==> config.mk <==
export PLATFORM = sky130hd
export DESIGN_NAME = sequential_list_engine_unit
export DESIGN_NICKNAME = d
export VERILOG_FILES = /design/src/rtl/sle_pkg.sv /design/src/rtl/sle_ram.sv /design/src/rtl/sequential_list_engine_unit.sv
export VERILOG_INCLUDE_DIRS = /design/src /design/src/rtl
export SDC_FILE = /design/constraint.sdc
export NUM_CORES = 1
export LEC_CHECK = 0
export ABC_AREA = 1
export ABC_CLOCK_PERIOD_IN_PS = 4700
export BUFFER_PORTS_ARGS = -buffer_cell sky130_fd_sc_hd__buf_2
export CORE_ASPECT_RATIO = 1.1
export CORE_UTILIZATION = 50
export DETAILED_ROUTE_END_ITERATION = 6
export PLACE_DENSITY = 0.71
export REMOVE_ABC_BUFFERS = 1
export SYNTH_ARGS = -nofsm -noshare
export SYNTH_HDL_FRONTEND = slang
export SYNTH_HIERARCHICAL = 1
export SYNTH_SLANG_ARGS = --single-unit
==> constraint.sdc <==
create_clock -name clk -period 4.7 [get_ports clk]
set_input_delay 0.94 -clock clk [delete_from_list [all_inputs] [get_ports clk]]
set_output_delay 0.94 -clock clk [all_outputs]
set_load 0.01 [all_outputs]
==> src/rtl/sequential_list_engine_unit_defines.svh <==
// ----------------------------------------------------------------------------
// Sequential list engine: assertion macros
// Shared helpers for the concurrent checks of the list engine.
// ----------------------------------------------------------------------------
`ifndef SEQUENTIAL_LIST_ENGINE_UNIT_DEFINES_SVH
`define SEQUENTIAL_LIST_ENGINE_UNIT_DEFINES_SVH

// Same-cycle implication, disabled during reset
`define SLE_ASSERT_SAME(label, ck, rst_n, ante, cons, msg) \
	label: assert property (@(posedge ck) disable iff (!rst_n) (ante) |-> (cons)) \
		else $error(msg);

// Next-cycle implication, disabled during reset
`define SLE_ASSERT_NEXT(label, ck, rst_n, ante, cons, msg) \
	label: assert property (@(posedge ck) disable iff (!rst_n) (ante) |=> (cons)) \
		else $error(msg);

`endif

==> src/rtl/sle_pkg.sv <==
// ----------------------------------------------------------------------------
// Sequential list engine package
// Operation codes, status codes, the limit reset value and the controller state type.
// ----------------------------------------------------------------------------
package sle_pkg;

	// Operation codes
	localparam logic [2:0] FN_CLEAR  = 3'd0;
	localparam logic [2:0] FN_GET    = 3'd1;
	localparam logic [2:0] FN_LOCATE = 3'd2;
	localparam logic [2:0] FN_PRIOR  = 3'd3;
	localparam logic [2:0] FN_NEXT   = 3'd4;
	localparam logic [2:0] FN_INSERT = 3'd5;
	localparam logic [2:0] FN_DELETE = 3'd6;

	// Status codes
	localparam logic [1:0] STAT_OK       = 2'd0;
	localparam logic [1:0] STAT_BAD_POS  = 2'd1;
	localparam logic [1:0] STAT_FULL     = 2'd2;
	localparam logic [1:0] STAT_NOTFOUND = 2'd3;

	// Reset value of the list limit register
	localparam logic [4:0] LIMIT_RESET = 5'd16;

	// Controller states
	typedef enum logic [2:0] {
		ST_IDLE,
		ST_GET,
		ST_SCAN,
		ST_NEXT,
		ST_DEL,
		ST_MOVE,
		ST_DONE
	} state_t;

endpackage

==> src/rtl/sle_ram.sv <==
// ----------------------------------------------------------------------------
// Generic simple dual-port RAM
// One write port and one read port, read data registered.
// ----------------------------------------------------------------------------
module sle_ram #(
	parameter int WIDTH = 32,
	parameter int DEPTH = 16
) (
	input  logic                     clk,
	input  logic                     we,
	input  logic [$clog2(DEPTH)-1:0] waddr,
	input  logic [WIDTH-1:0]         wdata,
	input  logic                     re,
	input  logic [$clog2(DEPTH)-1:0] raddr,
	output logic [WIDTH-1:0]         rdata
);

	logic [WIDTH-1:0] mem_q [DEPTH];

	// Write and registered read
	always_ff @(posedge clk) begin
		if (we) begin
			mem_q[waddr] <= wdata;
		end
		if (re) begin
			rdata <= mem_q[raddr];
		end
	end

endmodule

==> src/rtl/sequential_list_engine_unit.sv <==
// Ordered list of signed 32-bit words kept in a CAPACITY-entry RAM with
// registered read data. One request word is taken at a time; the next request
// word is taken as soon as the current one is finished, even while its result
// word still waits at the output register. Locate, prior and next make one RAM
// read per entry searched. Insert and delete shift the entries behind the
// position, one entry moved per cycle with read and write overlapped on the two
// RAM ports. A result word held back at the output keeps the next request in its
// done state. The RAM needs no clearing pass after reset; entries at or beyond
// the length are never used.
// ----------------------------------------------------------------------------
// Sequential list engine
// Clear, get, locate, prior, next, insert and delete on a RAM-held list.
// ----------------------------------------------------------------------------
`include "sequential_list_engine_unit_defines.svh"

module sequential_list_engine_unit #(
	parameter int CAPACITY = 16
) (
	input  logic               clk,
	input  logic               arst_n,
	// configuration
	input  logic               cfg_wr_en,
	input  logic [4:0]         cfg_wr_data,
	// request channel
	input  logic               in_valid,
	output logic               in_stall,
	input  logic [2:0]         func,
	input  logic [4:0]         position,
	input  logic signed [31:0] value,
	// result channel
	output logic               out_valid,
	input  logic               out_stall,
	output logic [1:0]         status,
	output logic signed [31:0] data_out,
	output logic [4:0]         found_position,
	output logic [4:0]         list_length,
	output logic               is_empty
);

	localparam int AW = $clog2(CAPACITY);
	// Largest length the 5-bit count may reach
	localparam logic [4:0] CapLim = (CAPACITY > 31) ? 5'd31 : 5'(CAPACITY);

	sle_pkg::state_t state_q, state_d;

	logic [4:0]  limit_q;
	logic [4:0]  count_q, count_d;
	logic [2:0]  func_q, func_d;
	logic [31:0] key_q, key_d;
	logic [4:0]  k_q, k_d;
	logic [4:0]  rem_q, rem_d;
	logic        pend_q, pend_d;
	logic [4:0]  pdst_q, pdst_d;
	logic [4:0]  ins_addr_q, ins_addr_d;
	logic [31:0] prev_q, prev_d;
	logic [1:0]  res_status_q, res_status_d;
	logic [31:0] res_data_q, res_data_d;
	logic [4:0]  res_found_q, res_found_d;

	logic          out_valid_q;
	logic          out_load;
	logic          in_acc;
	logic          ram_we, ram_re;
	logic [AW-1:0] ram_waddr, ram_raddr;
	logic [31:0]   ram_wdata, ram_rdata;

	logic [4:0] eff_limit;
	logic [4:0] pos_m1;
	logic [4:0] k_nx;
	logic       pos_ok_rd, pos_ok_ins;
	logic       is_ins;

	sle_ram #(
		.WIDTH(32),
		.DEPTH(CAPACITY)
	) u_store (
		.clk  (clk),
		.we   (ram_we),
		.waddr(ram_waddr),
		.wdata(ram_wdata),
		.re   (ram_re),
		.raddr(ram_raddr),
		.rdata(ram_rdata)
	);

	// Request checks
	assign eff_limit  = (limit_q > CapLim) ? CapLim : limit_q;
	assign pos_m1     = position - 5'd1;
	assign pos_ok_rd  = (position != 5'd0) && (position <= count_q);
	assign pos_ok_ins = (position != 5'd0) && ({1'b0, position} <= ({1'b0, count_q} + 6'd1));
	assign k_nx       = k_q + 5'd1;
	assign is_ins     = (func_q == sle_pkg::FN_INSERT);

	assign in_stall = (state_q != sle_pkg::ST_IDLE);
	assign in_acc   = in_valid && (state_q == sle_pkg::ST_IDLE);

	// State register
	always_ff @(posedge clk or negedge arst_n) begin
		if (!arst_n) begin
			state_q <= sle_pkg::ST_IDLE;
			count_q <= '0;
			limit_q <= sle_pkg::LIMIT_RESET;
			pend_q  <= 1'b0;
		end else begin
			state_q <= state_d;
			count_q <= count_d;
			pend_q  <= pend_d;
			if (cfg_wr_en) begin
				limit_q <= cfg_wr_data;
			end
		end
	end

	// Working registers
	always_ff @(posedge clk) begin
		func_q       <= func_d;
		key_q        <= key_d;
		k_q          <= k_d;
		rem_q        <= rem_d;
		pdst_q       <= pdst_d;
		ins_addr_q   <= ins_addr_d;
		prev_q       <= prev_d;
		res_status_q <= res_status_d;
		res_data_q   <= res_data_d;
		res_found_q  <= res_found_d;
	end

	// Next state, RAM control and working values
	always_comb begin
		state_d      = state_q;
		count_d      = count_q;
		func_d       = func_q;
		key_d        = key_q;
		k_d          = k_q;
		rem_d        = rem_q;
		pend_d       = pend_q;
		pdst_d       = pdst_q;
		ins_addr_d   = ins_addr_q;
		prev_d       = prev_q;
		res_status_d = res_status_q;
		res_data_d   = res_data_q;
		res_found_d  = res_found_q;
		ram_we       = 1'b0;
		ram_waddr    = '0;
		ram_wdata    = '0;
		ram_re       = 1'b0;
		ram_raddr    = '0;
		out_load     = 1'b0;

		case (state_q)
			sle_pkg::ST_IDLE: begin
				if (in_acc) begin
					func_d       = func;
					key_d        = value;
					res_status_d = sle_pkg::STAT_OK;
					res_data_d   = '0;
					res_found_d  = '0;
					state_d      = sle_pkg::ST_DONE;
					case (func)
						sle_pkg::FN_CLEAR: begin
							count_d = '0;
						end
						sle_pkg::FN_GET: begin
							if (pos_ok_rd) begin
								ram_re    = 1'b1;
								ram_raddr = AW'(pos_m1);
								state_d   = sle_pkg::ST_GET;
							end else begin
								res_status_d = sle_pkg::STAT_BAD_POS;
							end
						end
						sle_pkg::FN_LOCATE, sle_pkg::FN_PRIOR, sle_pkg::FN_NEXT: begin
							if (count_q == 5'd0) begin
								res_status_d = sle_pkg::STAT_NOTFOUND;
							end else begin
								ram_re    = 1'b1;
								ram_raddr = '0;
								k_d       = '0;
								state_d   = sle_pkg::ST_SCAN;
							end
						end
						sle_pkg::FN_INSERT: begin
							if (!pos_ok_ins) begin
								res_status_d = sle_pkg::STAT_BAD_POS;
							end else if (count_q >= eff_limit) begin
								res_status_d = sle_pkg::STAT_FULL;
							end else begin
								// shift entries pos-1 .. count-1 up by one, top first
								rem_d      = count_q - position + 5'd1;
								k_d        = count_q - 5'd1;
								pend_d     = 1'b0;
								ins_addr_d = pos_m1;
								state_d    = sle_pkg::ST_MOVE;
							end
						end
						sle_pkg::FN_DELETE: begin
							if (pos_ok_rd) begin
								ram_re    = 1'b1;
								ram_raddr = AW'(pos_m1);
								state_d   = sle_pkg::ST_DEL;
							end else begin
								res_status_d = sle_pkg::STAT_BAD_POS;
							end
						end
						default: begin
							state_d = sle_pkg::ST_DONE;
						end
					endcase
				end
			end
			sle_pkg::ST_GET: begin
				res_data_d = ram_rdata;
				state_d    = sle_pkg::ST_DONE;
			end
			sle_pkg::ST_SCAN: begin
				// compare entry k while fetching entry k+1
				ram_re    = 1'b1;
				ram_raddr = AW'(k_nx);
				if (ram_rdata == key_q) begin
					state_d = sle_pkg::ST_DONE;
					case (func_q)
						sle_pkg::FN_LOCATE: begin
							res_data_d  = ram_rdata;
							res_found_d = k_nx;
						end
						sle_pkg::FN_PRIOR: begin
							if (k_q != 5'd0) begin
								res_data_d = prev_q;
							end else begin
								res_status_d = sle_pkg::STAT_NOTFOUND;
							end
						end
						sle_pkg::FN_NEXT: begin
							if (k_nx < count_q) begin
								state_d = sle_pkg::ST_NEXT;
							end else begin
								res_status_d = sle_pkg::STAT_NOTFOUND;
							end
						end
						default: begin
							res_status_d = sle_pkg::STAT_OK;
						end
					endcase
				end else begin
					prev_d = ram_rdata;
					if (k_nx < count_q) begin
						k_d = k_nx;
					end else begin
						res_status_d = sle_pkg::STAT_NOTFOUND;
						state_d      = sle_pkg::ST_DONE;
					end
				end
			end
			sle_pkg::ST_NEXT: begin
				res_data_d = ram_rdata;
				state_d    = sle_pkg::ST_DONE;
			end
			sle_pkg::ST_DEL: begin
				// hold removed word, then shift entries pos .. count-1 down by one
				res_data_d = ram_rdata;
				k_d        = ins_addr_q;
				rem_d      = rem_q;
				pend_d     = 1'b0;
				state_d    = sle_pkg::ST_MOVE;
			end
			sle_pkg::ST_MOVE: begin
				// retire the word read last cycle
				if (pend_q) begin
					ram_we    = 1'b1;
					ram_waddr = AW'(pdst_q);
					ram_wdata = ram_rdata;
				end
				if (rem_q != 5'd0) begin
					ram_re    = 1'b1;
					ram_raddr = AW'(k_q);
					pend_d    = 1'b1;
					pdst_d    = is_ins ? (k_q + 5'd1) : (k_q - 5'd1);
					k_d       = is_ins ? (k_q - 5'd1) : (k_q + 5'd1);
					rem_d     = rem_q - 5'd1;
				end else begin
					pend_d = 1'b0;
					if (!pend_q) begin
						if (is_ins) begin
							ram_we     = 1'b1;
							ram_waddr  = AW'(ins_addr_q);
							ram_wdata  = key_q;
							count_d    = count_q + 5'd1;
							res_data_d = key_q;
						end else begin
							count_d = count_q - 5'd1;
						end
						state_d = sle_pkg::ST_DONE;
					end
				end
			end
			sle_pkg::ST_DONE: begin
				// hand over once the output register is free
				if (!out_valid_q || !out_stall) begin
					out_load = 1'b1;
					state_d  = sle_pkg::ST_IDLE;
				end
			end
			default: begin
				state_d = sle_pkg::ST_IDLE;
			end
		endcase

		// delete setup: source starts at pos, count-pos entries to move
		if (in_acc && (func == sle_pkg::FN_DELETE) && pos_ok_rd) begin
			ins_addr_d = position;
			rem_d      = count_q - position;
		end
	end

	// Output register
	always_ff @(posedge clk or negedge arst_n) begin
		if (!arst_n) begin
			out_valid_q <= 1'b0;
		end else if (out_load) begin
			out_valid_q <= 1'b1;
		end else if (!out_stall) begin
			out_valid_q <= 1'b0;
		end
	end

	always_ff @(posedge clk) begin
		if (out_load) begin
			status         <= res_status_q;
			data_out       <= res_data_q;
			found_position <= res_found_q;
			list_length    <= count_q;
			is_empty       <= (count_q == 5'd0);
		end
	end

	assign out_valid = out_valid_q;

	// Checks
	`SLE_ASSERT_SAME(a_count_bound, clk, arst_n, 1'b1, count_q <= CapLim,
		"list length beyond capacity")
	`SLE_ASSERT_SAME(a_move_no_clash, clk, arst_n, ram_we && ram_re, ram_waddr != ram_raddr,
		"shift reads and writes the same entry")
	`SLE_ASSERT_NEXT(a_accept_busy, clk, arst_n, in_acc, state_q != sle_pkg::ST_IDLE,
		"accepted word did not start work")
	`SLE_ASSERT_NEXT(a_idle_count, clk, arst_n, (state_q == sle_pkg::ST_IDLE) && !in_acc,
		$stable(count_q), "length changed while idle")
	`SLE_ASSERT_SAME(a_empty_flag, clk, arst_n, out_valid_q,
		is_empty == (list_length == 5'd0), "empty flag disagrees with length")

endmodule

==> results of run 1 <==
-- sequential cells by signal, summed over array words and instances, names as in the netlist --
register / count
count_q: 5
data_out: 32
found_position: 5
func_q: 3
ins_addr_q: 5
is_empty: 1
k_q: 5
key_q: 32
limit_q: 5
list_length: 5
out_valid: 1
pdst_q: 4
pend_q: 1
prev_q: 32
rem_q: 5
res_data_q: 32
res_found_q: 5
res_status_q: 2
state_q: 3
status: 2
u_store/mem_q: 512
u_store/rdata: 32
-- routing by layer --
metal  wire length, um  part of all wire, %
met1             33590                   40
met2             38780                   46
met3              8193                  9.8
met4              2883                  3.5
met5                15                0.018
-- placed cells by master, fill, tap and decap left out, drive strengths merged --
cell      Yosys  final
o32ai         8      8
clkbuf       25     90
or2           3      3
fa            1      1
clkinvlp      0      6
bufinv        0      9
edfxtp      714    714
o21bai        1      1
xor2         15     15
buf         111    163
o211ai       30     30
nand4         8      8
ha           27     27
a21oi        14     14
xnor2        32     32
o221ai       12     12
dfrtp        14     14
o2111ai       5      5
o21ai        35     35
o31ai         3      3
nand2       885    885
nor3         11     11
nor2         80     80
a211o         2      2
nor3b         1      1
o22ai        26     26
mux2          3      3
inv         505    507
o311ai        1      1
nand3       449    449
clkinv        0     29
dfstp         1      1
nand3b        2      2
-- cell families after synthesis --
kind of cell	synth area share (%)
simple gates	18.76
xor+xnor	1.272
fa+ha+maj	1.105
compound gates	2.829
flops	67.39
mux	0.1043
buf+inv	8.537
-- cells in the mapped netlist, types with 8 or more instances --
library cell / instances / area (um^2)
dfrtp_1: 14 / 350.3
inv_1: 499 / 1873
clkbuf_1: 25 / 93.84
a21oi_1: 14 / 70.07
nand3_1: 448 / 2242
o21ai_1: 8 / 40.04
buf_2: 54 / 270.3
o221ai_1: 12 / 105.1
ha_1: 27 / 337.8
buf_1: 16 / 60.06
buf_6: 29 / 326.6
o211ai_1: 30 / 225.2
buf_4: 10 / 75.07
nor2_1: 76 / 285.3
xnor2_1: 32 / 280.3
xor2_1: 15 / 131.4
o21ai_0: 27 / 135.1
o22ai_1: 26 / 162.7
nand2_1: 884 / 3318
nor3_1: 10 / 50.05
edfxtp_1: 714 / 21440
-- worst max-delay path, cell delays in order (launching register included) --
cell and delay (ps):
dfrtp_1 560, inv_1 190, nor2_8 160, nand4_2 140
or2_2 570, o21ai_1 360, nand3b_1 380, nor2_4 680
buf_4 350
-- final timing paths --
check / startpoint / end / slack, ps
min: arst_n / out_valid / 240
min in group clk: res_data_q[3] / data_out[3] / 410
max in group asynchronous: arst_n / limit_q[4] / 4120
max reg2reg: state_q[2] / u_store/mem_q[8][26] / 950
min reg2reg: res_data_q[3] / data_out[3] / 410
max: state_q[2] / u_store/mem_q[8][26] / 950
-- where the power goes --
part / switching, W / internal (W)
registers: 0.000505 / 0.00835
clock network: 0.00249 / 0.00356
logic: 0.00494 / 0.00208
total: 0.00794 / 0.0140
-- stage by stage --
stage          area, um^2  TNS, ps  std cells  total power (W)
5_1_grt             36540        0       4028          0.02295
6_report            36540        0       4028          0.02193
2_1_floorplan       31510  -368890       2888          0.01348
4_1_cts             36540        0       4028          0.02195
3_3_place_gp        34030        0       3892          0.01579
3_5_place_dp        34030        0       3892          0.01590
-- cell type report --
| class | count | area, um^2 |
|---|---|---|
| fillers | 5205 | 27300 |
| flip-flops and latches | 729 | 21820 |
| multi-input cells | 1654 | 8011 |
| clock buffers | 90 | 2007 |
| inverters | 505 | 1906 |
| repair buffers | 163 | 1246 |
| well taps | 841 | 1052 |
| clock inverters | 46 | 495.5 |
==> impl_metrics.csv, run 1 <==
group,metric,value,unit
outcome,status,"finished clean",
clock_network,cts.clk_slew.worst_paths,60,ps
global_route,grt_pass1_vias,20840,
setup_path,cp-end-kind,"flop",
global_route,track_usage,25.63,%
yosys,ys_seq_elements,729,
final_layout,post-route-util,57.23,%
global_route,grt_max_degree,133,
yosys,netlist_instances,3024,
setup_path,worstPathArrival,4060,ps
timing,drv_slew,0,
timing,fmax,266.3,MHz
timing,worst_slew_pin_slew,1220,ps
worst_hold_path,hp-class,"in2async",
floorplan,fp.coreArea,63840,um^2
place,place.gp.congestion,0.8997,
yosys,synth.cell_area,32370,um^2
run,drv_cap,0,
floorplan,die_h,268.9,um
floorplan,dieArea,65770,um^2
clock_network,cts_buffer_depth,3,
yosys,ys_warn_count,6,
clock_network,worstSkewPairLatency,640,ps
floorplan,placementRows,97,
setup_path,critical_path_class,"reg2reg",
global_route,use_met1,35.03,%
clock_network,postCtsSetupRepairBufs,0,
global_route,grtUsageMet3,4.091,%
timing,setup_slack,945.2,ps
power_and_ir_drop,p_leak,15.35,nW
power_and_ir_drop,vdd_drop_max,0.5235,mV
clock_network,cts_sinks,729,
clock_network,cts.hold.buffers_added,0,
detailed_routing,drt_wl_total,83460,um
detailed_routing,firstDrtPassIters,5,
final_layout,area_growth,12.85,%
setup_path,required,5010,ps
yosys,ys_seq_area_share,67.39,%
timing,fin_worst_skew,28.54,ps
yosys,synth_cell_types,48,
clock_network,root_buffer,"clkbuf_16",
detailed_routing,num_vias,22040,
final_layout,drive_above_1_share,10.29,%
floorplan,fp.dieW,244.6,um
timing,relSlewSlack,18.69,%
timing,post-route-period-util,79.89,%
yosys,synth_edf_count,714,
setup_path,ff2ff_path_depth,8,
place,dpl.hpwl,46300,um
yosys,synth_flop_cell,"edfxtp_1",
clock_network,cts_resized,0,
setup_path,startpoint_type,"flop",
clock_network,cts_tree,"built",
detailed_routing,postRouteAntennaNets,0,
place,port_buffers,96,
yosys,avgSynthCellArea,10.71,um^2
yosys,synth_async_sr_flop_share,2.058,%
power_and_ir_drop,power_density,600.4,nW/um^2
floorplan,io_pins,97,
timing,holdWs,241.2,ps
timing,hold_violations,0,
global_route,antenna_found_initial,1,
detailed_routing,wl_per_cell,20.72,um
global_route,busiest_layer,"met2",
detailed_routing,routed_via_density,5.472,
final_layout,nets,3206,
global_route,use_met2,41.13,%
clock_network,cts_made_buffers,75,
timing,finalSetupViolCount,0,
detailed_routing,drc,0,
detailed_routing,first_iter_violations,2563,
global_route,gr-total-overflow,0,
place,dpl_worst_slack,795.0,ps
final_layout,num_antenna_cells,0,
global_route,grt_pass1_wl,125000,um
floorplan,start_util,50.71,%
setup_path,worstPathMaxFanout,21,
clock_network,h-tree-depth,3,
timing,min_period,3755,ps
timing,rsz0062_at_grt,"no",
(Power assumes the default switching activity.)
==> run 2, diff against run 1 <==
--- a/config.mk
+++ b/config.mk
@@ -7,12 +7,12 @@
 export NUM_CORES = 1
 export LEC_CHECK = 0
 export ABC_AREA = 1
-export ABC_CLOCK_PERIOD_IN_PS = 4700
+export ABC_CLOCK_PERIOD_IN_PS = 3140
 export BUFFER_PORTS_ARGS = -buffer_cell sky130_fd_sc_hd__buf_2
 export CORE_ASPECT_RATIO = 1.1
 export CORE_UTILIZATION = 50
 export DETAILED_ROUTE_END_ITERATION = 6
-export PLACE_DENSITY = 0.71
+export PLACE_DENSITY = 0.74
 export REMOVE_ABC_BUFFERS = 1
 export SYNTH_ARGS = -nofsm -noshare
 export SYNTH_HDL_FRONTEND = slang
==> constraint.sdc (replaced) <==
create_clock -name clk -period 3.14 [get_ports clk]
set_input_delay 0.628 -clock clk [delete_from_list [all_inputs] [get_ports clk]]
set_output_delay 0.628 -clock clk [all_outputs]
set_load 0.01 [all_outputs]
==> impl_metrics.csv, run 2 (synthesis results as in run 1) <==
group,metric,value,unit
outcome,status,"finished clean",
final_layout,post-route-util,58.43,%
power_and_ir_drop,vdd_drop_max,0.7304,mV
clock_network,h-tree-depth,3,
timing,hold_violations,0,
floorplan,fp.coreArea,63840,um^2
timing,fin_worst_skew,21.29,ps
timing,relSlewSlack,13.99,%
floorplan,dieArea,65770,um^2
detailed_routing,firstDrtPassIters,6,
final_layout,final_cell_mix,"nand2_1 (883), edfxtp_1 (714), inv_1 (497), nand3_1 (447), buf_4 (100)",
power_and_ir_drop,power_density,895.1,nW/um^2
global_route,grt_pass1_vias,21620,
power_and_ir_drop,pwr-share-clk,26.2,%
floorplan,io_pins,97,
global_route,gr-total-overflow,0,
detailed_routing,wl_per_cell,20.50,um
timing,drv_slew,0,
floorplan,start_util,50.71,%
power_and_ir_drop,p_comb_share,34.3,%
power_and_ir_drop,p_leak,15.77,nW
place,place.gp.congestion,0.9286,
global_route,grt_pass1_wl,126600,um
detailed_routing,drc,0,
power_and_ir_drop,intPower,0.02128,W
final_layout,fill_cells,5090,
timing,worst_slew_pin_slew,1290,ps
timing,setup_slack,122.3,ps
place,port_buffers,96,
floorplan,placementRows,97,
detailed_routing,postRouteAntennaNets,0,
final_layout,area_growth,15.22,%
detailed_routing,routed_via_density,5.462,
timing,fmax,331.4,MHz
setup_path,critical_path_class,"reg2reg",
clock_network,cts_made_buffers,75,
floorplan,fp.dieW,244.6,um
setup_path,required,3430,ps
run,drv_cap,0,
clock_network,root_buffer,"clkbuf_16",
clock_network,cts.clk_slew.worst_paths,60,ps
final_layout,mostFrequentLayoutCell,"nand2_1",
place,dpl_worst_slack,-124.0,ps
detailed_routing,num_vias,22430,
setup_path,cp-end-kind,"flop",
timing,post-route-period-util,96.11,%
detailed_routing,drt_wl_total,84190,um
worst_hold_path,hp-class,"in2reg",
timing,holdWs,160.1,ps
detailed_routing,first_iter_violations,2493,
clock_network,cts_tree,"built",
power_and_ir_drop,p_seq_share,39.6,%
clock_network,postCtsSetupRepairBufs,0,
clock_network,worstSkewPairLatency,640,ps
final_layout,nets,3284,
global_route,grt_max_degree,65,
clock_network,cts_buffer_depth,3,
power_and_ir_drop,swShare,36.27,%
setup_path,worstPathMaxFanout,16,
power_and_ir_drop,netSwitchingPower,0.01211,W
global_route,track_usage,25.88,%
final_layout,drive_above_1_share,12.19,%
global_route,antenna_found_initial,1,
final_layout,num_antenna_cells,0,
floorplan,die_h,268.9,um
clock_network,cts_sinks,729,
timing,min_period,3018,ps
place,dpl.hpwl,49780,um
setup_path,startpoint_type,"flop",
timing,finalSetupViolCount,0,
final_layout,largest_register,"u_store/mem_q",
final_layout,largest_reg_flops,512,
timing,rsz0062_at_grt,"no",
setup_path,worstPathArrival,3310,ps
## run 2: metal layers
| metal | routed length, um | up-vias | track usage, % |
|---|---|---|---|
| met1 | 32210 | 10590 | 33.41 |
| met3 | 8093 | 236 | 4.748 |
| met2 | 40400 | 1209 | 42.62 |
| met5 | 11 | - | 0 |
| li1 | - | 10390 | - |
| met4 | 3470 | 2 | 11.93 |
## run 2: power by group through the flow
stage	clock network (W)	logic (W)	registers, W
2_1_floorplan	0	0.00630	0.0133
3_3_place_gp	0	0.0110	0.0134
3_5_place_dp	0	0.0112	0.0134
4_1_cts	0.00884	0.0113	0.0132
5_1_grt	0.00923	0.0125	0.0133
6_report	0.00873	0.0114	0.0132
## run 2: per-stage QoR
stage	total power [W]	TNS [ps]	instance area [um^2]	std cells
floorplan	0.01957	-873580	31510	2888
global placement	0.02438	-682.9	34850	3969
detailed placement	0.02462	-2174	34850	3969
CTS	0.03336	0	37280	4106
global route	0.03499	0	37300	4106
finish	0.03339	0	37300	4106
## run 2: final cells by class
class	count	area, um^2	share of cell area (%)
inverter	505	1906	5.109
sequential	729	21820	58.49
timing repair buffer	241	2091	5.605
multi-input combinational	1654	8018	21.49
tap	841	1052	2.821
clock buffer	92	1982	5.313
clock inverter	44	435.4	1.167
## run 2: path summary, 6_finish.rpt
kind                                start                    to  slack, ps  cells after the start
max in group asynchronous          arst_n            limit_q[4]       2340                      2
setup / recovery               state_q[1]  u_store/mem_q[8][16]        120                     10
hold / removal                  value[29]             key_q[29]        160                      1
hold reg to reg            res_data_q[15]          data_out[15]        420                      0
setup reg to reg               state_q[1]  u_store/mem_q[8][16]        120                     10
min in group asynchronous          arst_n            count_q[4]        470                      2
## run 2: worst max-delay path, cell delays in order (launching register included)
cell	delay, ps
dfrtp_1	450
inv_1	110
nand2_2	100
nor2_8	100
nand4_2	150
or2_2	390
buf_4	250
nand2_1	150
nand3b_1	330
nor2_4	250
buf_4	370
## run 2: what timing repair did
item,4_1_cts,5_1_grt
setup endpoints to repair,0,39
endpoints found under the hold margin,14,0
hold buffers,1,0
gates resized for setup,0,7
